## src/rtl/core/otsu_threshold_binarizer_assert.svh

```systemverilog
// Assertion macros for the Otsu threshold binariser RTL.
// Needs clk and rst_n in the scope of each use.
`ifndef OTSU_THRESHOLD_BINARIZER_ASSERT_SVH
`define OTSU_THRESHOLD_BINARIZER_ASSERT_SVH

// Consequent must hold in the same cycle as the antecedent
`define OTB_ASSERT_SAME(lbl, ante, cons) \
  lbl: assert property (@(posedge clk) disable iff (!rst_n) (ante) |-> (cons)) \
    else $error("otb: same-cycle check failed");

// Consequent must hold in the cycle after the antecedent
`define OTB_ASSERT_NEXT(lbl, ante, cons) \
  lbl: assert property (@(posedge clk) disable iff (!rst_n) (ante) |=> (cons)) \
    else $error("otb: next-cycle check failed");

`endif

```

## src/rtl/core/otb_ram.sv

```systemverilog
// Generic simple dual-port RAM with registered read (read-before-write).
// No dependencies.
module otb_ram #(
  parameter int WIDTH = 8,
  parameter int DEPTH = 256
) (
  input  logic                     clk,
  input  logic                     we,
  input  logic [$clog2(DEPTH)-1:0] waddr,
  input  logic [WIDTH-1:0]         wdata,
  input  logic [$clog2(DEPTH)-1:0] raddr,
  output logic [WIDTH-1:0]         rdata
);

  logic [WIDTH-1:0] mem [DEPTH];
  logic [WIDTH-1:0] rdata_r;

  // Write and registered read
  always_ff @(posedge clk) begin
    if (we) begin
      mem[waddr] <= wdata;
    end
    rdata_r <= mem[raddr];
  end

  assign rdata = rdata_r;

endmodule

```

## config.mk

```make
export PLATFORM = sky130hd
export DESIGN_NAME = otb_ram
export DESIGN_NICKNAME = d
export VERILOG_FILES = /design/src/rtl/core/otsu_threshold_binarizer_assert.svh /design/src/rtl/core/otb_ram.sv
export SDC_FILE = /design/constraint.sdc
export NUM_CORES = 2
export LEC_CHECK = 0
export BUFFER_PORTS_ARGS = -buffer_cell sky130_fd_sc_hd__clkbuf_2
export CAP_MARGIN = 20
export CELL_PAD_IN_SITES_DETAIL_PLACEMENT = 1
export CELL_PAD_IN_SITES_GLOBAL_PLACEMENT = 1
export CORE_MARGIN = 2
export CORE_UTILIZATION = 50
export CTS_BUF_LIST = sky130_fd_sc_hd__clkbuf_16
export DETAILED_ROUTE_END_ITERATION = 8
export GPL_ROUTABILITY_DRIVEN = 0
export PLACE_DENSITY = 0.72
export SYNTH_ARGS = -nofsm -noshare
export SYNTH_HDL_FRONTEND = slang
export SYNTH_SLANG_ARGS = --single-unit
```

## constraint.sdc

```tcl
create_clock -name clk -period 3.15 [get_ports clk]
set_input_delay 0.63 -clock clk [delete_from_list [all_inputs] [get_ports clk]]
set_output_delay 0.63 -clock clk [all_outputs]
set_load 0.03 [all_outputs]
```

== Word-level counts from Yosys, hierarchy flattened ==
Memory sizes are Yosys's and may differ from the RTL's. A register that Yosys moved wholly into a read port is not among the register bits.
Index checks and enable logic that the tools add are counted.
Storage, ports and cells
  register bits after elaboration: 0
  memory bits (writable): 2048
  bits of input ports: 26
  word-level logic and storage cells: 3
  memories kept: 1
Operators by class
  multiplexer cells: 2
Memory list
  mem: depth 256, bits a word 8, read ports 1, clocked after memory_dff 1, wr ports 1, RTL line otb_ram.sv:15  | logic [WIDTH-1:0] mem [DEPTH];
Operators with widths (count)
  $mux 1: 2

== Longest topological paths before layout ==
  depth in word-level cells: 2
  mapped depth: 11
  mapped depth without buffers: 6

== Worst setup path after synthesis ==
OpenSTA, ideal clock, no wires.
  path type: input to register
  start point: input port raddr[0]
  end point: register rdata_r[2], in the netlist rdata[2], read port of mem
  arrival time: 2.437 ns
  required time: 3.019 ns
  setup slack: 0.582 ns
  stages on the path: 9
  path buffers: 4
  cells stage by stage: buf_6 > buf_12 > buf_8 > buf_2 > mux4_2 > a22oi_1 > a21oi_1 > nor4_1 > nor4_2
RTL lines
  start, declared: RTL line otb_ram.sv:11  | input logic [$clog2(DEPTH)-1:0] raddr,
  end, declared: RTL line otb_ram.sv:16  | logic [WIDTH-1:0] rdata_r;

==> metrics <==
status completed; WS Path Type input port to flip-flop; Reg2Reg Setup Slack ~0.30 ns; Worst R2R End rdata[4]$_DFF_P_; Slew Limit Fails 0; Worst R2R Path Depth 7; Data arrival, critical path about 3.6 ns; HP Class input port to flip-flop; drt total wl between 200000 and 250000 µm; crit-path max cell delay between 0.8 and 0.9 ns; Post-Layout Cell Count 6547; Final period util ~93%; GRT Resource Usage Total a little over a quarter; Crit. End Element flip-flop; Worst path most repeated cell mux4_2; Syn Nets ~3800; Post-CTS Setup Inserts 0; drt initial violations 4956; cell area after synthesis 79600 µm²; Worst-Skew Late Latency roughly 0.85 ns; global route overflow 0; Worst-Margin Slew 1.11 ns; maximum clock insertion buffer count 3; relative slew slack 25.4%; # DRC 0; Vias between 40000 and 50000; critical path depth 9; Synth Instances around 3700; flops & latches, synth between 2000 and 2500; max-capacitance violation count 0; overall power 0.0570 W; cell count after placement between 6000 and 7000; Clock transition at path regs 0.06 ns; Core Util, Final about three fifths; leakage dissipation around 30 nW; Reg2Reg Launch Point mem[101][4]$_DFFE_PP_; layout cells sized above 1 30.7%; H-tree depth 4; Worst path slowest cell nor3_1; Final nets about 4300; Fin Clk Skew roughly 0.040 ns; CP startpoint raddr[0]; post-synthesis sequential area ratio 77.5%; port buffer count 33; Gates resized, CTS repair 0; P&R area growth vs syn 16.4%; most common cell after layout, fill and taps aside edfxtp_1; fmax approximately 0.34 GHz; CTS tree built; drt wl/cell between 30 and 40 µm; Unique masters post-synth between 50 and 60; IO Pins 34; Vert. Die Dim 403 µm; Tmin final ~2.9 ns; most frequent cells in the layout edfxtp_1 (2048), buf_4 (508), mux4_2 (454); Synth Area per Inst 21.3 µm²; hpwl dp 139000 µm; initial antenna violation count 6; maximum number of pins on one net before global-route repair around 110; Synth Flop Type edfxtp_1; Die Wd 403 µm; maximum vdd drop between 0.6 and 0.7 mV; Cell Chain, Critical Path buf_8, buf_12, buf_4, mux4_2, mux4_2, nor2_1, a2111oi_2, nor3_1, nor4_1; initial core utilization ~50%; vias in the first global route 44300; CP startpoint kind input port; # hold bufs at CTS 0; Synth Warn # 0; CTS Buf Count just over 200; clk root buf clkbuf_16; crit path capture rdata[7]$_DFF_P_; first-pass GRT wire length between 300000 and 400000 µm; CTS sink cnt 2056; unrepaired setup endpoints after global routing false; critical path's top delay family simple AND/OR/NAND/NOR gates; Initial DRT Pass Iterations 5; DRT antenna net count 0; WP buf/inv 3; async set-reset flop share out of synthesis 0%; Core Area 158000 µm²; die area ~160000 µm²; DR vias/cell ~6.4; num rows 146; Critical Path RT around 3.8 ns; pwr dens slightly above 600 nW/µm²; number of synthesized flops with an enable pin 2048; number of setup violations in the final report 0; final hold viol count 0; largest fanout on the critical path 24
[registers in the layout, indices dropped and copies added, names as in the netlist]
register,cells
rdata,8
mem,2048
[per-layer routing]
layer  track usage [%]  wire [µm]  share of wire, %  up-vias
met4              10.2       8080               3.7        6
met3              5.25      19300               8.8      401
li1                  -          -                 -    16800
met2              44.3     108000                49     2176
met5                 0         34             0.015        -
met1              37.7      85200                39    22500
[layout make-up]
class	instances	area, µm²
Fill cell	13400	65600
Sequential cell	2056	61700
Multi-Input combinational cell	1442	16500
Timing Repair Buffer	604	5370
Clock buffer	204	5100
Tap cell	2072	2590
Clock inverter	165	1330
Inverter	2	7.51
Antenna cell	2	5.00
[worst reg2reg max path: stages (launching register included)]
cell	delay, ns
edfxtp_1	0.41
mux4_2	0.52
nor2b_1	0.16
a211oi_1	0.46
nor3_1	0.15
nor4_1	0.71
buf_4	0.24
nor4_1	0.05
[Yosys cell counts, types with 3 or more instances]
| master | count | area, µm² |
|---|---|---|
| buf_4 | 27 | 203 |
| o221ai_1 | 46 | 403 |
| nor3_1 | 22 | 110 |
| o32ai_1 | 4 | 35.0 |
| nor2_1 | 282 | 1060 |
| o22ai_1 | 28 | 175 |
| nor2b_1 | 31 | 194 |
| nor4_1 | 24 | 150 |
| buf_2 | 31 | 155 |
| a22o_1 | 8 | 70.1 |
| nand2_1 | 33 | 124 |
| a21oi_1 | 96 | 480 |
| and2_1 | 6 | 37.5 |
| nand2b_1 | 8 | 50.1 |
| mux2i_1 | 134 | 1340 |
| a22oi_1 | 133 | 998 |
| o21ai_0 | 10 | 50.1 |
| clkbuf_1 | 111 | 417 |
| edfxtp_1 | 2048 | 61500 |
| a221oi_1 | 13 | 114 |
| a211oi_1 | 16 | 120 |
| nor4_2 | 3 | 37.5 |
| mux4_2 | 454 | 10200 |
| or2_2 | 4 | 25.0 |
| nand3_1 | 34 | 170 |
| dfxtp_1 | 8 | 160 |
| buf_1 | 22 | 82.6 |
| o22a_1 | 5 | 43.8 |
| buf_6 | 21 | 236 |
| nand4_1 | 10 | 62.6 |
| o211ai_1 | 10 | 75.1 |
| buf_8 | 13 | 195 |
| buf_12 | 8 | 160 |
[report_power, final]
| part | leakage [nW] | switching, W | internal (W) |
|---|---|---|---|
| logic | 8.18 | 0.00195 | 0.00116 |
| registers | 18.5 | 0.0000910 | 0.0302 |
| clock network | 3.33 | 0.0104 | 0.0132 |
[worst min-delay path by stage]
| stage | start | endpoint | slack [ns] | cells after the start |
|---|---|---|---|---|
| floorplan | wdata[0] | mem[0][0]$_DFFE_PP_ | 0.73 | 0 |
| global placement | mem[32][5]$_DFFE_PP_ | rdata[5]$_DFF_P_ | 1.02 | 7 |
| detailed placement | mem[40][3]$_DFFE_PP_ | rdata[3]$_DFF_P_ | 1.07 | 7 |
| CTS | wdata[0] | mem[228][0]$_DFFE_PP_ | 0.19 | 1 |
| global route | wdata[0] | mem[83][0]$_DFFE_PP_ | 0.21 | 1 |
| finish | wdata[0] | mem[81][0]$_DFFE_PP_ | 0.21 | 1 |
[cell families (layout without fill, tap and decap cells)]
logic type,after synthesis,count (layout),share of synthesized area [%]
mux,591,591,14.6
compound gates,385,385,3.42
simple gates,466,466,2.63
flops,2056,2056,77.5
buf+inv,235,975,1.83
other cells,0,2,0
[stage by stage]
step	area, µm²	TNS [ns]	setup slack, ns	hold slack (ns)
floorplan	79600	0	0.582	0.729
global placement	86100	-4.51	-0.907	1.02
detailed placement	86100	-3.62	-0.606	1.07
CTS	92600	0	0.303	0.190
global route	92600	0	0.220	0.213
finish	92600	0	0.223	0.208
Power figures use the tool's default switching activity.
